--- src/hdl/closed_cardinal_spline_arc_stepper_top_assert.svh ---
// Assertion macros for the cardinal spline arc stepper.
// Used by the controller and top level; no other dependencies.
`ifndef CLOSED_CARDINAL_SPLINE_ARC_STEPPER_TOP_ASSERT_SVH
`define CLOSED_CARDINAL_SPLINE_ARC_STEPPER_TOP_ASSERT_SVH

// implication checked on every clock, off during reset
`define CSAS_ASSERT_IMP(label, clk, rst_n, a, c, msg) \
  label: assert property (@(posedge clk) disable iff (!rst_n) (a) |-> (c)) else $error(msg);

// implication whose consequent is checked in the next cycle
`define CSAS_ASSERT_NXT(label, clk, rst_n, a, c, msg) \
  label: assert property (@(posedge clk) disable iff (!rst_n) (a) |=> (c)) else $error(msg);

`endif

--- src/hdl/csas_pkg.sv ---
// Shared types, constants and helpers for the cardinal spline arc stepper.
// No dependencies.
package csas_pkg;
  localparam int MAX_POINTS = 64;
  localparam int PARAM_STEP = 655;
  localparam int MAX_STEPS  = 4096;
  localparam int IDX_W      = $clog2(MAX_POINTS);
  localparam int CNT_W      = $clog2(MAX_POINTS + 1);
  localparam int STEP_W     = $clog2(MAX_STEPS + 1);
  localparam int ONE_Q16    = 65536;

  localparam logic [1:0] FUNC_WRITE = 2'd0;
  localparam logic [1:0] FUNC_EVAL  = 2'd1;
  localparam logic [1:0] FUNC_ADV   = 2'd2;

  localparam logic [0:0] REG_COUNT   = 1'b0;
  localparam logic [0:0] REG_TENSION = 1'b1;

  typedef enum logic [3:0] {
    OP_NONE  = 4'd0,
    OP_LOAD  = 4'd1,  // load start parameter, reduce it
    OP_EVAL  = 4'd2,  // evaluate point at current parameter
    OP_STEP  = 4'd3,  // move parameter one step
    OP_CHORD = 4'd4,  // add chord length to the walked distance
    OP_CLEAR = 4'd5   // zero result
  } op_t;

  typedef struct packed {
    op_t op;
  } dp_cmd_t;

  typedef struct packed {
    logic done;      // current op finished
    logic reached;   // acc >= target
    logic zero_trav;
  } dp_sts_t;
endpackage

--- src/hdl/csas_ctrl.sv ---
// Controller state machine: sequences clear, load, evaluate, step and chord ops.
// Depends on csas_pkg and the assertion macro header.
`include "closed_cardinal_spline_arc_stepper_top_assert.svh"
module csas_ctrl (
  input  logic              clk,
  input  logic              rst_n,
  input  logic              in_valid,
  output logic              in_stall,
  input  logic [1:0]        in_func,
  output logic              out_valid,
  input  logic              out_stall,
  output logic              wr_en,
  output csas_pkg::dp_cmd_t cmd,
  output logic              cmd_go,
  input  csas_pkg::dp_sts_t sts,
  output logic              limit_hit,
  output logic              adv_mode
);
  import csas_pkg::*;

  typedef enum logic [7:0] {
    S_IDLE  = 8'b0000_0001,
    S_LOAD  = 8'b0000_0010,
    S_EVAL0 = 8'b0000_0100,
    S_CHECK = 8'b0000_1000,
    S_STEP  = 8'b0001_0000,
    S_EVAL  = 8'b0010_0000,
    S_CHORD = 8'b0100_0000,
    S_OUT   = 8'b1000_0000
  } state_t;

  state_t state_r, state_nxt;
  logic [STEP_W-1:0] steps_r, steps_nxt;
  logic hit_r, hit_nxt, adv_r, adv_nxt, wait_r, wait_nxt;
  logic accept;

  assign in_stall = (state_r != S_IDLE);
  assign accept = in_valid && !in_stall;
  assign wr_en = accept && in_func == FUNC_WRITE;
  assign out_valid = (state_r == S_OUT);

  always_comb begin
    state_nxt = state_r;
    steps_nxt = steps_r;
    hit_nxt = hit_r;
    adv_nxt = adv_r;
    wait_nxt = 1'b0;
    cmd.op = OP_NONE;
    cmd_go = 1'b0;
    case (state_r)
      S_IDLE: begin
        if (accept) begin
          steps_nxt = '0;
          hit_nxt = 1'b0;
          adv_nxt = (in_func == FUNC_ADV);
          if (in_func == FUNC_EVAL || in_func == FUNC_ADV) begin
            cmd.op = OP_LOAD; cmd_go = 1'b1; state_nxt = S_LOAD;
          end else begin
            cmd.op = OP_CLEAR; cmd_go = 1'b1; state_nxt = S_OUT;
          end
        end
      end
      S_LOAD: if (sts.done) begin
        cmd.op = OP_EVAL; cmd_go = 1'b1; state_nxt = S_EVAL0;
      end
      S_EVAL0: if (sts.done) state_nxt = adv_r ? S_CHECK : S_OUT;
      S_CHECK: begin
        if (sts.zero_trav || sts.reached) begin
          state_nxt = S_OUT;
        end else if (steps_r >= STEP_W'(MAX_STEPS)) begin
          hit_nxt = 1'b1; state_nxt = S_OUT;
        end else begin
          cmd.op = OP_STEP; cmd_go = 1'b1; state_nxt = S_STEP;
        end
      end
      S_STEP: if (sts.done) begin
        cmd.op = OP_EVAL; cmd_go = 1'b1; state_nxt = S_EVAL;
      end
      S_EVAL: if (sts.done) begin
        cmd.op = OP_CHORD; cmd_go = 1'b1; state_nxt = S_CHORD;
      end
      S_CHORD: if (sts.done) begin
        steps_nxt = steps_r + STEP_W'(1);
        wait_nxt = 1'b1;
        state_nxt = S_CHECK;
      end
      S_OUT: if (!out_stall) state_nxt = S_IDLE;
      default: state_nxt = S_IDLE;
    endcase
  end

  always_ff @(posedge clk) begin
    if (!rst_n) begin
      state_r <= S_IDLE;
      steps_r <= '0;
      hit_r <= 1'b0;
      adv_r <= 1'b0;
      wait_r <= 1'b0;
    end else begin
      state_r <= state_nxt;
      steps_r <= steps_nxt;
      hit_r <= hit_nxt;
      adv_r <= adv_nxt;
      wait_r <= wait_nxt;
    end
  end

  assign limit_hit = hit_r;
  assign adv_mode = adv_r && !wait_r;

  `CSAS_ASSERT_IMP(a_onehot, clk, rst_n, 1'b1, $onehot(state_r), "state not one-hot")
  `CSAS_ASSERT_IMP(a_steps, clk, rst_n, 1'b1, steps_r <= STEP_W'(MAX_STEPS), "step overrun")
  `CSAS_ASSERT_IMP(a_hit, clk, rst_n, hit_r && state_r == S_OUT, adv_r, "limit flag off advance")
endmodule

--- config.mk ---
export PLATFORM = sky130hd
export DESIGN_NAME = csas_ctrl
export DESIGN_NICKNAME = d
export VERILOG_FILES = /design/src/hdl/csas_pkg.sv /design/src/hdl/csas_ctrl.sv
export VERILOG_INCLUDE_DIRS = /design/src /design/src/hdl
export SDC_FILE = /design/constraint.sdc
export NUM_CORES = 1
export LEC_CHECK = 0
export BUFFER_PORTS_ARGS = -buffer_cell sky130_fd_sc_hd__buf_4
export CAP_MARGIN = 20
export CORE_MARGIN = 2
export CORE_UTILIZATION = 60
export CTS_CLUSTER_DIAMETER = 50
export CTS_CLUSTER_SIZE = 30
export DETAILED_ROUTE_END_ITERATION = 8
export GPL_TIMING_DRIVEN = 0
export PLACE_DENSITY = 0.83
export SETUP_SLACK_MARGIN = 0.4
export SKIP_LAST_GASP = 1
export SYNTH_ARGS = -nofsm -noshare
export SYNTH_HDL_FRONTEND = slang
export SYNTH_SLANG_ARGS = --single-unit
--- constraint.sdc ---
create_clock -name clk -period 2.63 [get_ports clk]
set_input_delay 0.1315 -clock clk [delete_from_list [all_inputs] [get_ports clk]]
set_output_delay 0.1315 -clock clk [all_outputs]
set_load 0.005 [all_outputs]
==> impl_metrics.json, run 1 <==
{
  "final-hold-violation-count": 0,
  "worst_slack_ns": 0.585,
  "synthTopCellsByArea": "dfxtp_1 34%, nor2_1 5.5%, xnor2_1 5.5%",
  "synth_top_area_cell": "dfxtp_1",
  "grt_pass1_wl_um": 4770,
  "finalSetupViolations": 0,
  "drt-total-wl_um": 2970,
  "clock_sinks": 24,
  "place_congestion": 0.952,
  "wl_per_cell_um": 13.5,
  "crit_chain": "buf_6 > nor3_1 > and2_1 > nand2_1 > o31ai_1 > buf_4",
  "hold_start": "sts[0]",
  "cts_made_buffers": 3,
  "cts_buffer_depth": 2,
  "syn2layout_area_growth_pct": 13.4,
  "grt.overflow.total": 0,
  "ys_ff_latch": 24,
  "status": "finished clean",
  "post_drt_via_cell_ratio": 5.80,
  "clkTransAtPathRegs_ns": 0.12,
  "cp-start-kind": "flop",
  "grt_max_degree": 13,
  "holdPathStages": 4,
  "drv_slew": 0,
  "ys.flop_type": "dfxtp_1",
  "avgSynthCellArea_um2": 8.39,
  "rsz0062_at_grt": "false",
  "start_util_pct": 64.2,
  "arrival_ns": 1.91,
  "yosysTopAreaCellShare_pct": 33.5,
  "drt_pass1_iterations": 4,
  "h-tree-depth": 1,
  "drc": 0,
  "min_period_ns": 2.05,
  "ys_top_cells_by_count": "24 x dfxtp_1, 21 x nor2_1, 16 x nand2_1",
  "slowest_stage": "nor3_1",
  "slowest_delay_ns": 0.40,
  "internal_power_mw": 0.607,
  "fin_crit_sh_pct": 77.8,
  "yosys.cell_count.top_type": "dfxtp_1",
  "rr_worst_depth": 7,
  "coreArea_um2": 2230,
  "power.total_mw": 0.930,
  "holdWs_ns": 0.164,
  "power_leakage_nw": 0.624,
  "ctsHoldBuffers": 0,
  "fp.dieW_um": 52.9,
  "grt_usage_pct": 23.2,
  "vias": 1275,
  "cp_top_family": "simple AND/OR/NAND/NOR gates",
  "max_freq_mhz": 489,
  "grt_pass1_vias": 1103,
  "synthCells": 171,
  "syn-num-nets": 184,
  "pre_cts_slack_ns": 0.719,
  "final_area_um2": 1630,
  "detail-route-antenna-nets": 0,
  "hpwl_um": 2240,
  "io_pins": 19,
  "ys_seq_area_share_pct": 33.5,
  "switching_share_pct": 34.7,
  "power_density_nw_per_um2": 572,
  "worstSetupPathType": "flop to primary output",
  "setup_tns_ns": 0,
  "io_buffers": 16,
  "path_buf_inv": 2,
  "rows": 17,
  "synth_edf_count": 0,
  "path_max_fanout": 8,
  "combPwrFrac_pct": 41.3,
  "reg2reg_to": "state_r[5]$_SDFFE_PN0P_",
  "hold_path_class": "input pin to flop",
  "end_kind": "primary output",
  "insertion_delay_ns": 0.30,
  "power.share.clock_pct": 16.1,
  "drive_above_1_share_pct": 21.9,
  "tritoncts": "built",
  "ctsRootBufferMaster": "clkbuf_4",
  "syn-cell-area_um2": 1430,
  "power_frac_seq_pct": 42.6,
  "dieArea_um2": 2800,
  "drv_cap": 0,
  "p_switching_mw": 0.323,
  "placed_area_um2": 1590,
  "antenna_cells": 0,
  "cp.required_ns": 2.50,
  "ys_warn_count": 0,
  "peakVddDrop_mv": 0.368,
  "r2r_start": "state_r[5]$_SDFFE_PN0P_",
  "finalClockSkew_ns": 0.00906,
  "final_net_count": 207,
  "antenna_found_initial": 0,
  "synth_cell_types": 48,
  "synthArstFlopShare_pct": 0,
  "r2r_slack_ns": 0.68,
  "first_iter_violations": 18,
  "hold_path_end": "limit_hit$_SDFFE_PN0P_",
  "die_y_um": 52.9
}
[metal layers]
layer	share of wire [%]	global-route usage, %	vias up
met5	0	0	-
met4	1.4	9.40	0
met3	3.2	3.39	6
met2	53	42.9	26
met1	43	26.3	601
li1	-	-	642
[power groups by stage]
stage	registers, mW	clock network, mW	logic [mW]
final	0.396	0.150	0.384
after global placement	0.403	0	0.352
after detailed placement	0.403	0	0.361
after floorplan	0.400	0	0.254
after CTS	0.396	0.161	0.363
after global routing	0.398	0.171	0.419
[layout make-up]
type / instances / area, um2
Timing Repair Buffer: 18 / 135
Multi-Input combinational cell: 130 / 831
Buffer: 10 / 96.3
Tap cell: 28 / 35.0
Sequential cell: 24 / 480
Clock buffer: 3 / 22.5
Inverter: 7 / 26.3
Fill cell: 180 / 607
[flip-flops by register name (all words and copies together), names as in the netlist]
name and count:
state_r 8, limit_hit 1, adv_r 1, wait_r 1, steps_r 13
[cells by family (layout without fill, tap and decap cells)]
group / after synthesis / after routing / share of synthesized area [%]
compound gates: 31 / 31 / 14.2
xor+xnor: 12 / 12 / 7.33
fa+ha+maj: 4 / 4 / 3.49
buf+inv: 17 / 38 / 8.55
flops: 24 / 24 / 33.5
mux: 4 / 4 / 2.79
other cells: 1 / 1 / 0.262
simple gates: 78 / 78 / 29.8
[what timing repair did]
item,4_1_cts,5_1_grt
buffers inserted,0,2
endpoints found under the setup margin,0,2
gates resized for setup,0,0
[worst reg2reg max path, cell delays in order (launching register included)]
cell	delay [ns]
dfxtp_1	0.32
clkbuf_8	0.15
nor4_4	0.35
buf_4	0.19
nand2_1	0.12
o32ai_2	0.38
nor2_1	0.18
mux2i_1	0.15
[how the worst max path moves through the flow]
stage,from,to,slack [ns],depth (start not counted)
after detailed placement,state_r[1]$_SDFFE_PN0P_,state_r[5]$_SDFFE_PN0P_,0.72,6
after global placement,state_r[1]$_SDFFE_PN0P_,state_r[5]$_SDFFE_PN0P_,0.74,6
final,state_r[6]$_SDFFE_PN0P_,cmd[1],0.58,6
after floorplan,state_r[1]$_SDFFE_PN0P_,steps_r[7]$_SDFFE_PN0P_,0.95,7
after CTS,state_r[1]$_SDFFE_PN0P_,cmd[2],0.50,6
after global routing,state_r[6]$_SDFFE_PN0P_,cmd[1],0.41,6
[cell usage in the layout (no fill, tap or decap), types with 3 or more instances in the layout]
master | netlist | final
o22ai_1 | 3 | 3
nand3_1 | 8 | 8
ha_1 | 4 | 4
nor3_1 | 5 | 5
nor2_1 | 21 | 21
inv_1 | 6 | 6
xor2_1 | 3 | 3
o21ai_0 | 8 | 8
buf_4 | 2 | 20
a21oi_1 | 10 | 10
nand2_1 | 16 | 16
nand4_1 | 6 | 6
xnor2_1 | 9 | 9
clkbuf_4 | 0 | 3
dfxtp_1 | 24 | 24
mux2i_1 | 4 | 4
buf_6 | 4 | 4
[stage by stage]
stage          std cells  utilization (%)
6_report             220             72.8
5_1_grt              220             72.8
4_1_cts              218             72.2
3_5_place_dp         215             71.1
3_3_place_gp         215             71.1
2_1_floorplan        171                -
No activity file was read; power rests on OpenSTA's default activity.
==> run 2: changes to the inputs <==
--- a/config.mk
+++ b/config.mk
@@ -9,12 +9,12 @@
 export BUFFER_PORTS_ARGS = -buffer_cell sky130_fd_sc_hd__buf_4
 export CAP_MARGIN = 20
 export CORE_MARGIN = 2
-export CORE_UTILIZATION = 60
+export CORE_UTILIZATION = 56
 export CTS_CLUSTER_DIAMETER = 50
 export CTS_CLUSTER_SIZE = 30
 export DETAILED_ROUTE_END_ITERATION = 8
 export GPL_TIMING_DRIVEN = 0
-export PLACE_DENSITY = 0.83
+export PLACE_DENSITY = 0.78
 export SETUP_SLACK_MARGIN = 0.4
 export SKIP_LAST_GASP = 1
 export SYNTH_ARGS = -nofsm -noshare
==> constraint.sdc (replaced) <==
create_clock -name clk -period 2.1 [get_ports clk]
set_input_delay 0.105 -clock clk [delete_from_list [all_inputs] [get_ports clk]]
set_output_delay 0.105 -clock clk [all_outputs]
set_load 0.005 [all_outputs]
==> run 2 against run 1 <==
Hold slack lost 0.0058 ns. Design area is 16% higher. Clock power increased by 69%. Largest cell class unchanged. Register-to-register slack got worse by 0.54 ns. First-iteration DRC count grew to 3.1 times the previous value. Sequential share of layout area fell by 4.0 points. Critical path depth increased by 2. Clock skew is 0.0044 ns lower. Worst setup slack worse by 0.44 ns.
==> impl_metrics.json, run 2 (synthesis results as in run 1) <==
{
  "dp_cells": 217,
  "end_kind": "flop",
  "io_pins": 19,
  "peakVddDrop_mv": 0.659,
  "fp.dieW_um": 54.6,
  "power_leakage_nw": 0.725,
  "top_register": "steps_r",
  "drc": 0,
  "drt_pass1_iterations": 4,
  "layout_commonest_cell": "buf_4",
  "r2r_start": "state_r[5]$_SDFFE_PN0P_",
  "rsz0062_at_grt": "true",
  "rr_worst_depth": 8,
  "clkTransAtPathRegs_ns": 0.14,
  "drt-total-wl_um": 3850,
  "detail-route-antenna-nets": 0,
  "grt_pass1_wl_um": 5670,
  "largest_reg_flops": 13,
  "hold_path_end": "adv_r$_SDFFE_PN0P_",
  "slowest_delay_ns": 0.35,
  "insertion_delay_ns": 0.32,
  "post_drt_via_cell_ratio": 5.84,
  "rows": 18,
  "h-tree-depth": 1,
  "final_area_um2": 1880,
  "crit_chain": "buf_8 > nor4_4 > buf_4 > buf_4 > nand4_4 > and2_4 > or3_1 > a21oi_1",
  "antenna_found_initial": 0,
  "finalClockSkew_ns": 0.00468,
  "cp.required_ns": 2.36,
  "fin_crit_sh_pct": 93.2,
  "hold_path_class": "input pin to flop",
  "path_max_fanout": 4,
  "grt_usage_pct": 26.5,
  "first_iter_violations": 55,
  "die_y_um": 54.6,
  "max_freq_mhz": 511,
  "cts_buffer_depth": 2,
  "hold_start": "in_func[1]",
  "path_common_cell": "buf_4",
  "biggestRegsByFlops": "steps_r: 13 flops, state_r: 8 flops",
  "antenna_cells": 0,
  "dieArea_um2": 2980,
  "final-hold-violation-count": 0,
  "nFillCells": 166,
  "drv_slew": 0,
  "start_util_pct": 58.4,
  "ctsRootBufferMaster": "clkbuf_4",
  "fin_cells": 237,
  "hpwl_um": 2320,
  "power_density_nw_per_um2": 775,
  "final_cell_mix": "31 x buf_4, 23 x dfxtp_1, 18 x nor2_1",
  "wl_per_cell_um": 16.2,
  "reg2reg_to": "steps_r[5]$_SDFFE_PN0P_",
  "worstSetupPathType": "flop to flop",
  "drv_cap": 0,
  "clock_sinks": 24,
  "setup_tns_ns": 0,
  "vias": 1383,
  "drive_above_1_share_pct": 36.7,
  "r2r_slack_ns": 0.14,
  "slowest_stage": "dfxtp_2",
  "holdPathStages": 4,
  "io_buffers": 16,
  "finalSetupViolations": 0,
  "min_period_ns": 1.96,
  "syn2layout_area_growth_pct": 31.3,
  "final_net_count": 221,
  "status": "finished clean",
  "grt.overflow.total": 0,
  "tritoncts": "built",
  "coreArea_um2": 2450,
  "cp_top_family": "simple AND/OR/NAND/NOR gates",
  "cp-start-kind": "flop",
  "placed_area_um2": 1590,
  "path_buf_inv": 3,
  "grt_max_degree": 14,
  "cts_made_buffers": 3,
  "arrival_ns": 2.22,
  "grt_pass1_vias": 1291,
  "ctsHoldBuffers": 0,
  "place_congestion": 0.772
}
[run 2: repair_timing]
| item | CTS | global route |
|---|---|---|
| cloned | 0 | 1 |
| setup endpoints to repair | 26 | 28 |
| resized for setup | 23 | 15 |
| setup buffers | 11 | 4 |
| pin swaps | 11 | 16 |
[run 2: worst min-delay path: cells and delay by family]
kind / cells / cell delay, ns
adder cells (fa/ha/maj): 1 / 0.12
buffers and inverters: 1 / 0.09
multiplexers: 1 / 0.06
AND/OR/NAND/NOR: 1 / 0.08
[run 2: through the flow]
stage | hold WS (ns) | setup slack, ns | utilization, % | power [mW]
final | 0.158 | 0.142 | 76.7 | 1.46
after global routing | 0.142 | 0.0519 | 76.7 | 1.52
after CTS | 0.123 | 0.168 | 73.4 | 1.37
after detailed placement | 0.466 | 0.163 | 64.8 | 0.958
after global placement | 0.452 | 0.224 | 64.8 | 0.946
after floorplan | 0.286 | 0.422 | - | 0.819
[run 2: worst max-delay path by stage]
stage / from / end / slack (ns) / cells after the start
6_report: state_r[5]$_SDFFE_PN0P_ / steps_r[5]$_SDFFE_PN0P_ / 0.14 / 8
5_1_grt: state_r[5]$_SDFFE_PN0P_ / cmd_go / 0.05 / 7
4_1_cts: state_r[5]$_SDFFE_PN0P_ / cmd[2] / 0.17 / 6
3_5_place_dp: state_r[1]$_SDFFE_PN0P_ / state_r[1]$_SDFFE_PN0P_ / 0.16 / 6
3_3_place_gp: state_r[1]$_SDFFE_PN0P_ / state_r[5]$_SDFFE_PN0P_ / 0.22 / 6
2_1_floorplan: state_r[1]$_SDFFE_PN0P_ / steps_r[7]$_SDFFE_PN0P_ / 0.42 / 7
[run 2: cell type report]
cell class	instances	area [um2]	share of cell area (%)
Tap cell	30	37.5	1.99
Timing Repair Buffer	32	255	13.6
Inverter	7	26.3	1.40
Buffer	10	100	5.32
Clock buffer	4	36.3	1.93
Multi-Input combinational cell	130	946	50.2
Sequential cell	24	482	25.6
[run 2: layer usage]
metal	vias to the layer above	global-route usage, %	share of wire (%)
met2	56	48.4	52
met1	646	30.5	41
met3	13	3.83	5.0
met5	-	0	0
li1	668	-	-
met4	0	10.4	1.9
[run 2: where the power goes]
group / internal [mW] / switching (mW) / total (mW)
Sequential: 0.476 / 0.0283 / 0.504
Clock: 0.106 / 0.148 / 0.254
Combinational: 0.348 / 0.353 / 0.701
Total: 0.930 / 0.529 / 1.46
==> run 3: changes to the inputs <==
--- a/config.mk
+++ b/config.mk
@@ -14,7 +14,7 @@
 export CTS_CLUSTER_SIZE = 30
 export DETAILED_ROUTE_END_ITERATION = 8
 export GPL_TIMING_DRIVEN = 0
-export PLACE_DENSITY = 0.78
+export PLACE_DENSITY = 0.77
 export SETUP_SLACK_MARGIN = 0.4
 export SKIP_LAST_GASP = 1
 export SYNTH_ARGS = -nofsm -noshare
==> run 3 against run 2 <==
Global-route usage grew 1.3 points. Critical path type unchanged. Sequential share of layout area shrank 1.8 points. Combinational power is 30% higher.
==> impl_metrics.json, run 3 (synthesis results as in run 1) <==
{
  "status": "finished clean",
  "max-slew-margin-rel_pct": 66.3,
  "placed_area_um2": 1590,
  "power_density_nw_per_um2": 867,
  "final_cell_mix": "33 x buf_4, 22 x dfxtp_1, 18 x nor2_1",
  "rsz0062_at_grt": "true",
  "drive_above_1_share_pct": 40.2,
  "use_met3_pct": 4.92,
  "r2r_start": "state_r[1]$_SDFFE_PN0P_",
  "cts_made_buffers": 3,
  "io_buffers": 16,
  "dieArea_um2": 2980,
  "syn2layout_area_growth_pct": 41.8,
  "final_net_count": 228,
  "rr_worst_depth": 9,
  "coreArea_um2": 2450,
  "cp-startpoint": "state_r[1]$_SDFFE_PN0P_",
  "place_congestion": 0.940,
  "ctsRootBufferMaster": "clkbuf_4",
  "hpwl_um": 2240,
  "wl_per_cell_um": 18.6,
  "drt-total-wl_um": 4530,
  "worst_slew_pin_slew_ns": 0.506,
  "layout_commonest_cell": "buf_4",
  "clkTransAtPathRegs_ns": 0.15,
  "worst_slack_ns": 0.0870,
  "endpoint": "state_r[7]$_SDFFE_PN0P_",
  "tritoncts": "built",
  "nFillCells": 126,
  "largest_reg_flops": 13,
  "insertion_delay_ns": 0.33,
  "drt_pass1_iterations": 4,
  "fp.dieW_um": 54.6,
  "grt_pass1_vias": 1257,
  "top_register": "steps_r",
  "finalSetupViolations": 0,
  "drv_slew": 0,
  "path_max_fanout": 3,
  "detail-route-antenna-nets": 0,
  "rows": 18,
  "io_pins": 19,
  "power_leakage_nw": 0.780,
  "setup_tns_ns": 0,
  "reg2reg_to": "state_r[7]$_SDFFE_PN0P_",
  "fin_cells": 244,
  "fin_crit_sh_pct": 95.9,
  "grt_usage_pct": 27.8,
  "hold_path_class": "input pin to flop",
  "biggestRegsByFlops": "steps_r: 13 flops, state_r: 8 flops",
  "gr-usage-met1_pct": 38.5,
  "power.total_mw": 1.76,
  "cp.required_ns": 2.36,
  "clock_sinks": 24,
  "holdWs_ns": 0.0887,
  "h-tree-depth": 1,
  "max_freq_mhz": 497,
  "final-hold-violation-count": 0,
  "cp-start-kind": "flop",
  "grt.overflow.total": 0,
  "drc": 0,
  "start_util_pct": 58.4,
  "final_area_um2": 2030,
  "min_period_ns": 2.01,
  "drv_cap": 0,
  "die_y_um": 54.6,
  "busiest_layer": "met2",
  "first_iter_violations": 88,
  "cts_buffer_depth": 2,
  "antenna_cells": 0,
  "finalClockSkew_ns": 0.00949,
  "arrival_ns": 2.27,
  "use_met2_pct": 44.0,
  "pre_cts_slack_ns": 0.178,
  "fin_util_pct": 82.8,
  "post_drt_via_cell_ratio": 6.19,
  "r2r_slack_ns": 0.09,
  "worstSetupPathType": "flop to flop",
  "dp_cells": 217,
  "vias": 1510,
  "peakVddDrop_mv": 0.918,
  "antenna_found_initial": 0,
  "end_kind": "flop",
  "grt_max_degree": 15,
  "grt_pass1_wl_um": 5910
}
run 3: final cells by class:
| type | count | area [um2] | share of cell area [%] |
|---|---|---|---|
| inverter | 7 | 26.3 | 1.29 |
| sequential | 24 | 483 | 23.8 |
| tap | 30 | 37.5 | 1.85 |
| clock buffer | 3 | 22.5 | 1.11 |
| multi-input combinational | 130 | 1000 | 49.3 |
| timing repair buffer | 39 | 325 | 16.0 |
| buffer | 10 | 106 | 5.23 |
| clock inverter | 1 | 30.0 | 1.48 |
run 3: repair_timing:
item | CTS | global route
pin swaps | 13 | 12
hold buffers | 0 | 0
setup endpoints to repair | 25 | 29
gates resized for setup | 26 | 27
gates cloned | 1 | 1
setup buffers | 14 | 7
run 3: critical path: stages, from the launching register on:
cell and delay, ns:
dfxtp_2 0.34, buf_6 0.12, nor4_4 0.32, buf_4 0.21, buf_4 0.13, buf_4 0.12, nand3_1 0.17, o22ai_1 0.25
o21ai_0 0.14, o22ai_1 0.16
run 3: how the worst min path moves through the flow:
stage / startpoint / to / slack [ns] / cells past startpoint
finish: sts[1] / limit_hit$_SDFFE_PN0P_ / 0.09 / 4
global route: sts[0] / limit_hit$_SDFFE_PN0P_ / 0.15 / 4
CTS: sts[0] / limit_hit$_SDFFE_PN0P_ / 0.09 / 4
detailed placement: sts[0] / limit_hit$_SDFFE_PN0P_ / 0.46 / 4
global placement: sts[0] / limit_hit$_SDFFE_PN0P_ / 0.45 / 4
floorplan: sts[2] / state_r[6]$_SDFFE_PN0P_ / 0.29 / 2
run 3: report_power, final:
part,total [mW],switching (mW),internal (mW)
logic,0.909,0.432,0.476
clock network,0.350,0.157,0.193
registers,0.504,0.0274,0.477
run 3: per-layer routing:
metal	vias up	part of all wire (%)
met3	17	6.3
met4	0	2.6
met1	729	42
met5	-	0
met2	80	49
li1	684	-
